--- src/hdl/cqf_pkg.sv ---
// ---------------------------------------------------------------------------
// cqf_pkg
// Shared widths, operation and status codes, and the control/status structs
// passed between the circular queue controller and datapath.
// ---------------------------------------------------------------------------
package cqf_pkg;

   localparam int DEPTH_DEF = 8;
   localparam int DATA_W    = 32;
   localparam int SLOT_W    = 6;
   localparam int KIND_W    = 2;
   localparam int STATUS_W  = 2;

   localparam logic [KIND_W-1:0] KIND_ENQ  = 2'd0;
   localparam logic [KIND_W-1:0] KIND_DEQ  = 2'd1;
   localparam logic [KIND_W-1:0] KIND_PEEK = 2'd2;
   localparam logic [KIND_W-1:0] KIND_DUMP = 2'd3;

   localparam logic [STATUS_W-1:0] STAT_OK    = 2'd0;
   localparam logic [STATUS_W-1:0] STAT_FULL  = 2'd1;
   localparam logic [STATUS_W-1:0] STAT_EMPTY = 2'd2;

   typedef struct packed {
      logic enq;        // store the word at the tail
      logic refuse;     // enqueue refused, queue full
      logic empty;      // read request on empty queue
      logic rd_start;   // first read of a dequeue, peek or dump
      logic pop;        // rd_start is a dequeue
      logic multi;      // rd_start is a dump
      logic rd_next;    // next read of a running dump
      logic rd_active;  // RAM read data is the current result
   } cqf_cmd_type;

   typedef struct packed {
      logic holds;
      logic full;
      logic rd_final;
   } cqf_stat_type;

endpackage

--- src/hdl/circular_queue_fifo.sv ---
// ---------------------------------------------------------------------------
// circular_queue_fifo
// Fixed-depth circular FIFO of signed words: enqueue, dequeue, peek, dump.
// ---------------------------------------------------------------------------
// The first result of an item appears in the cycle after it is accepted.
// Enqueue, dequeue, peek and error answers: one item per cycle.
// Dump of N stored words: N results, one per RAM read; busy holds off
//   new items until the cycle of the last result.
// Reset: synchronous; queue empty, pointers zero, storage left unwritten.
// Results cannot be stalled by the receiver.
module circular_queue_fifo #(
   parameter int DEPTH = cqf_pkg::DEPTH_DEF
) (
   input  logic                                clock,
   input  logic                                reset,
   input  logic                                start,
   output logic                                busy,
   input  logic [cqf_pkg::KIND_W-1:0]          req_kind,
   input  logic signed [cqf_pkg::DATA_W-1:0]   req_value,
   output logic                                rsp_valid,
   output logic signed [cqf_pkg::DATA_W-1:0]   rsp_data,
   output logic [cqf_pkg::SLOT_W-1:0]          rsp_slot,
   output logic [cqf_pkg::STATUS_W-1:0]        rsp_status,
   output logic                                rsp_last
);
   import cqf_pkg::*;

   cqf_cmd_type  cmd;
   cqf_stat_type stat;

   cqf_ctrl u_ctrl (
      .clock (clock),
      .reset (reset),
      .start (start),
      .kind  (req_kind),
      .stat  (stat),
      .busy  (busy),
      .cmd   (cmd)
   );

   cqf_dp #(
      .DEPTH (DEPTH)
   ) u_dp (
      .clock      (clock),
      .reset      (reset),
      .cmd        (cmd),
      .value      (req_value),
      .stat       (stat),
      .rsp_valid  (rsp_valid),
      .rsp_data   (rsp_data),
      .rsp_slot   (rsp_slot),
      .rsp_status (rsp_status),
      .rsp_last   (rsp_last)
   );

endmodule

--- src/hdl/cqf_ram.sv ---
// ---------------------------------------------------------------------------
// cqf_ram
// Generic single-port-write, single-port-read RAM with registered read data.
// ---------------------------------------------------------------------------
module cqf_ram #(
   parameter int WIDTH = 32,
   parameter int DEPTH = 8
) (
   input  logic                     clock,
   input  logic                     wr_en,
   input  logic [$clog2(DEPTH)-1:0] wr_addr,
   input  logic [WIDTH-1:0]         wr_data,
   input  logic [$clog2(DEPTH)-1:0] rd_addr,
   output logic [WIDTH-1:0]         rd_data
);

   logic [WIDTH-1:0] mem_ff [DEPTH];
   logic [WIDTH-1:0] rd_data_ff;

   always_ff @(posedge clock) begin
      if (wr_en) begin
         mem_ff[wr_addr] <= wr_data;
      end
      rd_data_ff <= mem_ff[rd_addr];
   end

   assign rd_data = rd_data_ff;

endmodule

--- src/hdl/cqf_ctrl.sv ---
// ---------------------------------------------------------------------------
// cqf_ctrl
// Queue controller: decodes accepted items into datapath commands and walks
// the read phase of dequeue, peek and dump.
// ---------------------------------------------------------------------------
module cqf_ctrl (
   input  logic                        clock,
   input  logic                        reset,
   input  logic                        start,
   input  logic [cqf_pkg::KIND_W-1:0]  kind,
   input  cqf_pkg::cqf_stat_type       stat,
   output logic                        busy,
   output cqf_pkg::cqf_cmd_type        cmd
);
   import cqf_pkg::*;

   localparam logic [0:0] ST_IDLE = 1'b0;
   localparam logic [0:0] ST_READ = 1'b1;

   logic [0:0] state_ff;
   logic [0:0] state_in;
   logic       accept;
   logic       is_enq;

   always_comb begin
      busy   = (state_ff == ST_READ) && !stat.rd_final;
      accept = start && !busy;
      is_enq = (kind == KIND_ENQ);

      cmd.enq       = accept && is_enq && !stat.full;
      cmd.refuse    = accept && is_enq && stat.full;
      cmd.empty     = accept && !is_enq && !stat.holds;
      cmd.rd_start  = accept && !is_enq && stat.holds;
      cmd.pop       = (kind == KIND_DEQ);
      cmd.multi     = (kind == KIND_DUMP);
      cmd.rd_active = (state_ff == ST_READ);
      cmd.rd_next   = (state_ff == ST_READ) && !stat.rd_final;

      unique case (state_ff)
         ST_IDLE: begin
            state_in = cmd.rd_start ? ST_READ : ST_IDLE;
         end
         ST_READ: begin
            state_in = (cmd.rd_start || cmd.rd_next) ? ST_READ : ST_IDLE;
         end
         default: begin
            state_in = ST_IDLE;
         end
      endcase
   end

   always_ff @(posedge clock) begin
      if (reset) begin
         state_ff <= ST_IDLE;
      end else begin
         state_ff <= state_in;
      end
   end

endmodule

--- src/hdl/cqf_dp.sv ---
// ---------------------------------------------------------------------------
// cqf_dp
// Queue datapath: head/tail pointers, storage RAM, read index for dequeue,
// peek and dump, and the result registers.
// ---------------------------------------------------------------------------
module cqf_dp #(
   parameter int DEPTH = cqf_pkg::DEPTH_DEF
) (
   input  logic                                clock,
   input  logic                                reset,
   input  cqf_pkg::cqf_cmd_type                cmd,
   input  logic signed [cqf_pkg::DATA_W-1:0]   value,
   output cqf_pkg::cqf_stat_type               stat,
   output logic                                rsp_valid,
   output logic signed [cqf_pkg::DATA_W-1:0]   rsp_data,
   output logic [cqf_pkg::SLOT_W-1:0]          rsp_slot,
   output logic [cqf_pkg::STATUS_W-1:0]        rsp_status,
   output logic                                rsp_last
);
   import cqf_pkg::*;

   localparam int IDX_W = $clog2(DEPTH);

   function automatic logic [IDX_W-1:0] next_idx(input logic [IDX_W-1:0] idx);
      if (idx == IDX_W'(DEPTH - 1)) begin
         return '0;
      end
      return idx + 1'b1;
   endfunction

   logic [IDX_W-1:0]           head_ff, tail_ff, rd_idx_ff;
   logic                       holds_ff, multi_ff;
   logic                       imm_valid_ff;
   logic signed [DATA_W-1:0]   imm_data_ff;
   logic [IDX_W-1:0]           imm_slot_ff;
   logic [STATUS_W-1:0]        imm_status_ff;

   logic [IDX_W-1:0]           wr_addr, rd_addr, tail_next;
   logic [DATA_W-1:0]          ram_q;

   always_comb begin
      tail_next     = next_idx(tail_ff);
      stat.holds    = holds_ff;
      stat.full     = holds_ff && (tail_next == head_ff);
      stat.rd_final = !multi_ff || (rd_idx_ff == tail_ff);
      wr_addr       = holds_ff ? tail_next : '0;
      rd_addr       = cmd.rd_next ? next_idx(rd_idx_ff) : head_ff;
   end

   cqf_ram #(
      .WIDTH (DATA_W),
      .DEPTH (DEPTH)
   ) u_ram (
      .clock   (clock),
      .wr_en   (cmd.enq),
      .wr_addr (wr_addr),
      .wr_data (value),
      .rd_addr (rd_addr),
      .rd_data (ram_q)
   );

   always_ff @(posedge clock) begin
      if (reset) begin
         head_ff      <= '0;
         tail_ff      <= '0;
         holds_ff     <= 1'b0;
         multi_ff     <= 1'b0;
         imm_valid_ff <= 1'b0;
      end else begin
         if (cmd.enq) begin
            holds_ff <= 1'b1;
            head_ff  <= holds_ff ? head_ff : '0;
            tail_ff  <= wr_addr;
         end else if (cmd.rd_start && cmd.pop) begin
            if (head_ff == tail_ff) begin
               head_ff  <= '0;
               tail_ff  <= '0;
               holds_ff <= 1'b0;
            end else begin
               head_ff <= next_idx(head_ff);
            end
         end
         if (cmd.rd_start) begin
            multi_ff <= cmd.multi;
         end
         imm_valid_ff <= cmd.enq || cmd.refuse || cmd.empty;
      end
   end

   always_ff @(posedge clock) begin
      if (cmd.rd_start || cmd.rd_next) begin
         rd_idx_ff <= rd_addr;
      end
      imm_data_ff <= cmd.enq ? value : '0;
      imm_slot_ff <= cmd.enq ? wr_addr : '0;
      priority if (cmd.refuse) begin
         imm_status_ff <= STAT_FULL;
      end else if (cmd.empty) begin
         imm_status_ff <= STAT_EMPTY;
      end else begin
         imm_status_ff <= STAT_OK;
      end
   end

   always_comb begin
      rsp_valid  = imm_valid_ff || cmd.rd_active;
      rsp_data   = cmd.rd_active ? ram_q : imm_data_ff;
      rsp_slot   = cmd.rd_active ? SLOT_W'(rd_idx_ff) : SLOT_W'(imm_slot_ff);
      rsp_status = cmd.rd_active ? STAT_OK : imm_status_ff;
      rsp_last   = cmd.rd_active ? stat.rd_final : 1'b1;
   end

endmodule

--- config.mk ---
export PLATFORM = sky130hd
export DESIGN_NAME = circular_queue_fifo
export DESIGN_NICKNAME = d
export VERILOG_FILES = /design/src/hdl/cqf_pkg.sv /design/src/hdl/circular_queue_fifo.sv /design/src/hdl/cqf_ram.sv /design/src/hdl/cqf_ctrl.sv /design/src/hdl/cqf_dp.sv
export SDC_FILE = /design/constraint.sdc
export NUM_CORES = 1
export LEC_CHECK = 0
export BUFFER_PORTS_ARGS = -buffer_cell sky130_fd_sc_hd__buf_2
export CAP_MARGIN = 20
export CORE_ASPECT_RATIO = 0.9
export CORE_MARGIN = 8
export CORE_UTILIZATION = 60
export CTS_CLUSTER_DIAMETER = 50
export DETAILED_ROUTE_END_ITERATION = 10
export PLACE_DENSITY_LB_ADDON = 0.1
export SLEW_MARGIN = 15
export SYNTH_ARGS = -nofsm -noshare
export SYNTH_HDL_FRONTEND = slang
export SYNTH_SLANG_ARGS = --single-unit
--- constraint.sdc ---
create_clock -name clock -period 9.9 [get_ports clock]
set_input_delay 0.495 -clock clock [delete_from_list [all_inputs] [get_ports clock]]
set_output_delay 0.495 -clock clock [all_outputs]
set_load 0.05 [all_outputs]
==> results.json, run 1 <==
{
  "status": "completed",
  "switching_share_pct": 19.8,
  "port_buffers": 76,
  "syn_to_final_growth_pct": 14.3,
  "ys_types": 51,
  "dp_hpwl_um": 16900,
  "cts_setup_buffers": 0,
  "row_count": 51,
  "postCtsHoldBufs": 0,
  "start_util_pct": 61.1,
  "postSynth.asyncResetShare_pct": 0,
  "endpoint_kind": "flop",
  "route.detailed.drc": 0,
  "ant_nets": 0,
  "cts_buffers": 35,
  "p_leak_nw": 5.28,
  "switchingPower_w": 0.000566,
  "gp_congestion": 0.849,
  "p_seq_share_pct": 53.9,
  "wire_per_inst_um": 23.8,
  "finalCritPeriodShare_pct": 41.9,
  "synth_edf_count": 259,
  "clock.fmax_mhz": 241,
  "postCtsResizedCells": 0,
  "root_buffer": "clkbuf_16",
  "critPathMaxFanout": 39,
  "insertion_delay_ps": 500,
  "fin_tns_setup_ps": 0,
  "whs_ps": 266,
  "die-area_um2": 27000,
  "hp-class": "in -> reg",
  "drive_gt1_share_pct": 21.2,
  "pin_count": 80,
  "cellPowerDensity_nw_per_um2": 189,
  "first_pass_iters": 5,
  "fp.dieW_um": 172,
  "worst_pin_slew_ps": 1030,
  "cp.required_ps": 10070,
  "finalNetCount": 1001,
  "avgViaCountPerCell": 6.40,
  "ys_ff_latch": 338,
  "die_y_um": 157,
  "synthCells": 887,
  "critPathKind": "reg -> reg",
  "final_cell_mix": "259 x edfxtp_1, 78 x dfxtp_1, 76 x buf_2",
  "routed_wl_um": 30400,
  "clkTransAtPathRegs_ps": 60,
  "ys.flop_type": "edfxtp_1",
  "final_common_cell": "edfxtp_1",
  "vias": 8151,
  "max-cap-violations": 0,
  "clockPowerShare_pct": 43.4,
  "rr_worst_depth": 6,
  "p_int_w": 0.00229,
  "finalHoldViolations": 0,
  "slew_violations": 0,
  "slew_headroom_pct": 31.4,
  "core_um2": 21600,
  "p_comb_share_pct": 2.7,
  "grt-ovfl-total": 0,
  "setup_violations": 0,
  "yosysWarnings": 0,
  "drt_iter0_markers": 775,
  "grt_pass1_wl_um": 47000,
  "cts_max_path_buffers": 3,
  "antennaDiodeCount": 0,
  "avgSynthCellArea_um2": 14.9,
  "hold_depth": 1,
  "fin_skew_ps": 16.9,
  "grt_pass1_vias": 8396,
  "cts_tree": "yes",
  "clock_sinks": 338,
  "gr-usage-all-layers_pct": 22.6,
  "worstSetupStartpointType": "flop",
  "antenna_found_initial": 0,
  "rsz0062_at_grt": "false",
  "ir_worst_vdd_mv": 0.148,
  "period_minus_slack_ps": 4140,
  "cts_max_level": 2,
  "grt_start_max_net_pins": 98,
  "worstPathArrival_ps": 4310,
  "fillers": 1456,
  "ys_seq_area_share_pct": 70.8,
  "synth_area_um2": 13200
}
[layer usage]
layer,global-route usage (%),share of wire [%],vias up
met1,29.7,41,4035
met4,8.04,2.7,0
li1,-,-,3696
met2,37.3,49,347
met3,3.95,7.3,73
met5,0,0,-
[flip-flops by register name, indices dropped and copies added, names as in the netlist, 2 cells and up]
register / count
u_dp.imm_status_ff: 2
u_dp.rd_idx_ff: 3
u_dp.imm_slot_ff: 3
u_dp.tail_ff: 3
u_dp.u_ram.rd_data: 32
u_dp.head_ff: 3
u_dp.imm_data_ff: 32
u_dp.u_ram.mem_ff: 256
[cells in the mapped netlist (28+ instances only)]
| master | instances | share of area, % |
|---|---|---|
| dfxtp_1 | 79 | 12 |
| o31ai_1 | 35 | 2.0 |
| o32ai_1 | 32 | 2.1 |
| o221ai_1 | 31 | 2.1 |
| mux2_2 | 36 | 3.1 |
| edfxtp_1 | 259 | 59 |
| and2_1 | 34 | 1.6 |
| inv_1 | 40 | 1.1 |
| a21boi_0 | 35 | 2.0 |
| a2111oi_1 | 28 | 2.1 |
| a211oi_1 | 65 | 3.7 |
| clkbuf_1 | 54 | 1.5 |
| nor3_1 | 41 | 1.6 |
[final timing paths]
kind                     start                       end  slack [ps]
max          u_dp.rd_idx_ff[2]   u_dp.u_ram.mem_ff[0][8]        5760
min reg2reg      u_dp.multi_ff             u_dp.multi_ff         540
max reg2reg  u_dp.rd_idx_ff[2]   u_dp.u_ram.mem_ff[0][8]        5760
min              req_value[23]  u_dp.u_ram.mem_ff[7][23]         270
[power groups by stage]
| stage | registers, W | clock network (W) | logic [W] |
|---|---|---|---|
| finish | 0.00154 | 0.00124 | 0.0000775 |
| global route | 0.00154 | 0.00131 | 0.0000838 |
| CTS | 0.00154 | 0.00126 | 0.0000779 |
| detailed placement | 0.00157 | 0 | 0.0000774 |
| global placement | 0.00157 | 0 | 0.0000749 |
| floorplan | 0.00157 | 0 | 0.0000451 |
[worst max-delay path, cell delays in order (launching register included)]
cell and delay [ps]:
edfxtp_1 460, xnor2_1 710, a31oi_4 260, inv_2 280, o2111a_2 840, and2_1 800, buf_4 450
[cell type report]
| cell class | count | area [um^2] | share of cell area (%) |
|---|---|---|---|
| well taps | 291 | 364 | 2.41 |
| clock inverters | 9 | 77.6 | 0.514 |
| multi-input cells | 441 | 3540 | 23.5 |
| flip-flops and latches | 338 | 9360 | 62.0 |
| inverters | 41 | 154 | 1.02 |
| repair buffers | 101 | 592 | 3.92 |
| clock buffers | 53 | 1010 | 6.72 |
[stage by stage]
step	util (%)	instances	power [W]	instance area [um^2]	worst slack (ps)
after global placement	64.6	1210	0.00165	14000	5510
final	69.8	1274	0.00286	15100	5760
after detailed placement	64.6	1210	0.00165	14000	5240
after CTS	69.6	1272	0.00288	15100	5250
after floorplan	-	889	0.00162	13200	4310
after global routing	69.8	1274	0.00294	15100	5480
[cells by family (layout without fill, tap and decap cells)]
group / Yosys count / after routing / synth area share [%]
compound gates: 255 / 255 / 15.9
xor+xnor: 13 / 13 / 0.975
fa+ha+maj: 6 / 6 / 0.568
buf+inv: 110 / 204 / 3.31
flops: 338 / 338 / 70.8
mux: 36 / 36 / 3.07
other cells: 1 / 3 / 0.0284
simple gates: 128 / 128 / 5.30
No activity file was read; power rests on OpenSTA's default activity.
==> run 2: changes to the inputs <==
--- a/config.mk
+++ b/config.mk
@@ -5,6 +5,7 @@
 export SDC_FILE = /design/constraint.sdc
 export NUM_CORES = 1
 export LEC_CHECK = 0
+export ABC_AREA = 1
 export BUFFER_PORTS_ARGS = -buffer_cell sky130_fd_sc_hd__buf_2
 export CAP_MARGIN = 20
 export CORE_ASPECT_RATIO = 0.9
==> constraint.sdc (replaced) <==
create_clock -name clock -period 4.01 [get_ports clock]
set_input_delay 0.2005 -clock clock [delete_from_list [all_inputs] [get_ports clock]]
set_output_delay 0.2005 -clock clock [all_outputs]
set_load 0.05 [all_outputs]
==> run 2 against run 1 <==
- critical path depth rose by 3
- combinational power rose to 3.0 times the previous value
- clock-buffer cell count fell by 4
- worst setup slack got worse by 4500 ps
- sequential cell count did not move
- cell count rose by 44%
- die area rose by 4.3%
- via count rose by 14%
- register-to-register slack got worse by 4500 ps
- sequential power rose by 150%
- synthesized cell count rose by 58%
- largest power group unchanged
==> results.json, run 2 <==
{
  "status": "completed",
  "largest_reg_flops": 256,
  "critPathMaxFanout": 21,
  "drt_iter0_markers": 665,
  "largest_register": "u_dp.u_ram.mem_ff",
  "switching_share_pct": 20.8,
  "insertion_delay_ps": 510,
  "ys_types": 28,
  "synth_area_leaders": "edfxtp_1 56%, nand2_1 15%, dfxtp_1 11%",
  "clock.fmax_mhz": 367,
  "grtUsageMet2_pct": 34.3,
  "route.detailed.drc": 0,
  "fp.dieW_um": 176,
  "rsz0062_at_grt": "false",
  "worstPathArrival_ps": 2940,
  "finalNetCount": 1551,
  "period_minus_slack_ps": 2730,
  "postCtsHoldBufs": 37,
  "p_seq_share_pct": 53.7,
  "core_um2": 22600,
  "start_util_pct": 61.3,
  "synth_most_common_cell": "nand2_1",
  "postSynth.asyncResetShare_pct": 0,
  "gr-usage-all-layers_pct": 20.9,
  "synth_edf_count": 259,
  "worst_pin_slew_ps": 834,
  "gp_congestion": 0.830,
  "drive_gt1_share_pct": 10.9,
  "cts_setup_buffers": 0,
  "final_area_um2": 16000,
  "hold_depth": 4,
  "ys_seq_area_share_pct": 67.6,
  "cp.required_ps": 4220,
  "postCtsResizedCells": 0,
  "die_y_um": 160,
  "grt_start_max_net_pins": 161,
  "dpl_cell_area_um2": 14600,
  "critPathKind": "reg -> reg",
  "r2r_setup_slack_ps": 1280,
  "clock_sinks": 338,
  "critPathMaxStageDelay_ps": 480,
  "finalCritPeriodShare_pct": 68.0,
  "slew_headroom_pct": 44.4,
  "final_common_cell": "nand2_1",
  "min_from": "req_kind[1]",
  "first_pass_iters": 5,
  "avgSynthCellArea_um2": 9.89,
  "cts_max_path_buffers": 3,
  "hp-class": "in -> reg",
  "vias": 9281,
  "ant_nets": 0,
  "p_leak_nw": 7.19,
  "crit_chain": "ha_1 > ha_1 > xnor2_1 > nand4_1 > nand3_2 > inv_1 > nand2_1 > nor2_4 > buf_12",
  "p_comb_share_pct": 3.3,
  "wire_per_inst_um": 15.9,
  "grt_pass1_wl_um": 47100,
  "dp_hpwl_um": 15900,
  "rr_startpoint": "u_dp.tail_ff[0]",
  "ys.flop_type": "edfxtp_1",
  "synthCells": 1399,
  "min_to": "u_dp.imm_status_ff[0]",
  "pin_count": 80,
  "grt_pass1_vias": 8958,
  "fillers": 1662,
  "ir_worst_vdd_mv": 0.312,
  "synth_top_area_share_pct": 56.2,
  "fin_skew_ps": 9.13,
  "clockPowerShare_pct": 43.1,
  "cts_max_level": 2,
  "cp_common_cell": "ha_1",
  "power_w": 0.00709,
  "clkTransAtPathRegs_ps": 60,
  "syn_to_final_growth_pct": 15.6,
  "avgViaCountPerCell": 5.07,
  "antennaDiodeCount": 0,
  "cts_buffers": 35,
  "port_buffers": 76,
  "endpoint_kind": "flop",
  "antenna_found_initial": 0,
  "synth_top_cell_by_area": "edfxtp_1",
  "cts_tree": "yes",
  "final_cell_mix": "543 x nand2_1, 259 x edfxtp_1, 187 x inv_1",
  "setup_violations": 0,
  "met1_usage_pct": 27.9,
  "routed_wl_um": 29200,
  "synth_area_um2": 13800,
  "max-cap-violations": 0,
  "grtUsageMet3_pct": 2.97,
  "root_buffer": "clkbuf_16",
  "crit_slowest_cell": "nor2_4",
  "synth_common_cells": "543 x nand2_1, 259 x edfxtp_1, 187 x inv_1",
  "switchingPower_w": 0.00147,
  "worstSetupStartpointType": "flop",
  "p_int_w": 0.00562,
  "slew_violations": 0,
  "yosysWarnings": 0,
  "busiest_layer": "met2",
  "die-area_um2": 28200,
  "rr_worst_depth": 9,
  "grt-ovfl-total": 0,
  "finalHoldViolations": 0,
  "row_count": 52,
  "rr_endpoint": "u_dp.u_ram.mem_ff[7][19]",
  "cellPowerDensity_nw_per_um2": 443,
  "ys_ff_latch": 338
}
## run 2: changes by cell type after synthesis, moves of 35 or more
cell | before | now
nand3_1 | 10 | 77
inv_1 | 40 | 187
a211oi_1 | 65 | 0
nand2_1 | 14 | 543
nor3_1 | 41 | 5
nor2_1 | 7 | 81
a21boi_0 | 35 | 0
mux2_2 | 36 | 0
o31ai_1 | 35 | 0
## run 2: worst max-delay path by stage
stage / from / endpoint / slack, ps
floorplan: u_dp.rd_idx_ff[0] / u_dp.u_ram.mem_ff[6][0] / -220
global placement: u_dp.tail_ff[0] / u_dp.u_ram.mem_ff[7][23] / 1380
detailed placement: u_dp.tail_ff[0] / u_dp.u_ram.mem_ff[7][22] / 1300
CTS: u_dp.tail_ff[0] / u_dp.u_ram.mem_ff[7][19] / 1280
global route: u_dp.tail_ff[0] / u_dp.u_ram.mem_ff[7][16] / 1090
finish: u_dp.tail_ff[0] / u_dp.u_ram.mem_ff[7][19] / 1280
## run 2: through the flow
stage               util [%]  setup TNS [ps]  hold WS [ps]  setup WS, ps  instances
finish                  70.9               0          83.6          1280       1832
global route            70.9               0           107          1090       1832
CTS                     70.9               0          60.5          1280       1832
detailed placement      64.5               0           471          1300       1731
global placement        64.5               0           472          1380       1731
floorplan                  -          -27660           299          -216       1401
## run 2: metal layers
layer	wire length [um]	vias to the layer above
met5	0	-
li1	-	4633
met3	1460	62
met4	786	0
met1	12900	4336
met2	14100	250
## run 2: critical path: cells and delay by family (launching register included)
family / cells / cell delay [ps]
simple gates: 4 / 980
fa+ha+maj: 2 / 530
buf+inv: 2 / 370
flops: 1 / 370
xor+xnor: 1 / 140
## run 2: kinds of logic (layout without fill, tap and decap cells)
group	count (synthesis)	count (layout)	synth area share, %
simple gates	747	747	22.2
flops	338	338	67.6
buf+inv	256	390	7.53
compound gates	44	44	1.65
xor+xnor	7	7	0.443
fa+ha+maj	6	6	0.542
other cells	1	3	0.0271
## run 2: cell type report
cell class,instances,area (um^2),share of cell area [%]
clock buffers,49,960,5.99
clock inverters,15,123,0.766
inverters,191,717,4.48
multi-input cells,807,3510,21.9
flip-flops and latches,338,9360,58.5
well taps,297,372,2.32
repair buffers,135,966,6.03
## run 2: power by group through the flow
stage,clock [W],sequential (W),combinational (W)
global route,0.00323,0.00381,0.000254
global placement,0,0.00388,0.000200
detailed placement,0,0.00388,0.000205
finish,0.00305,0.00381,0.000231
CTS,0.00310,0.00381,0.000232
floorplan,0,0.00388,0.000118
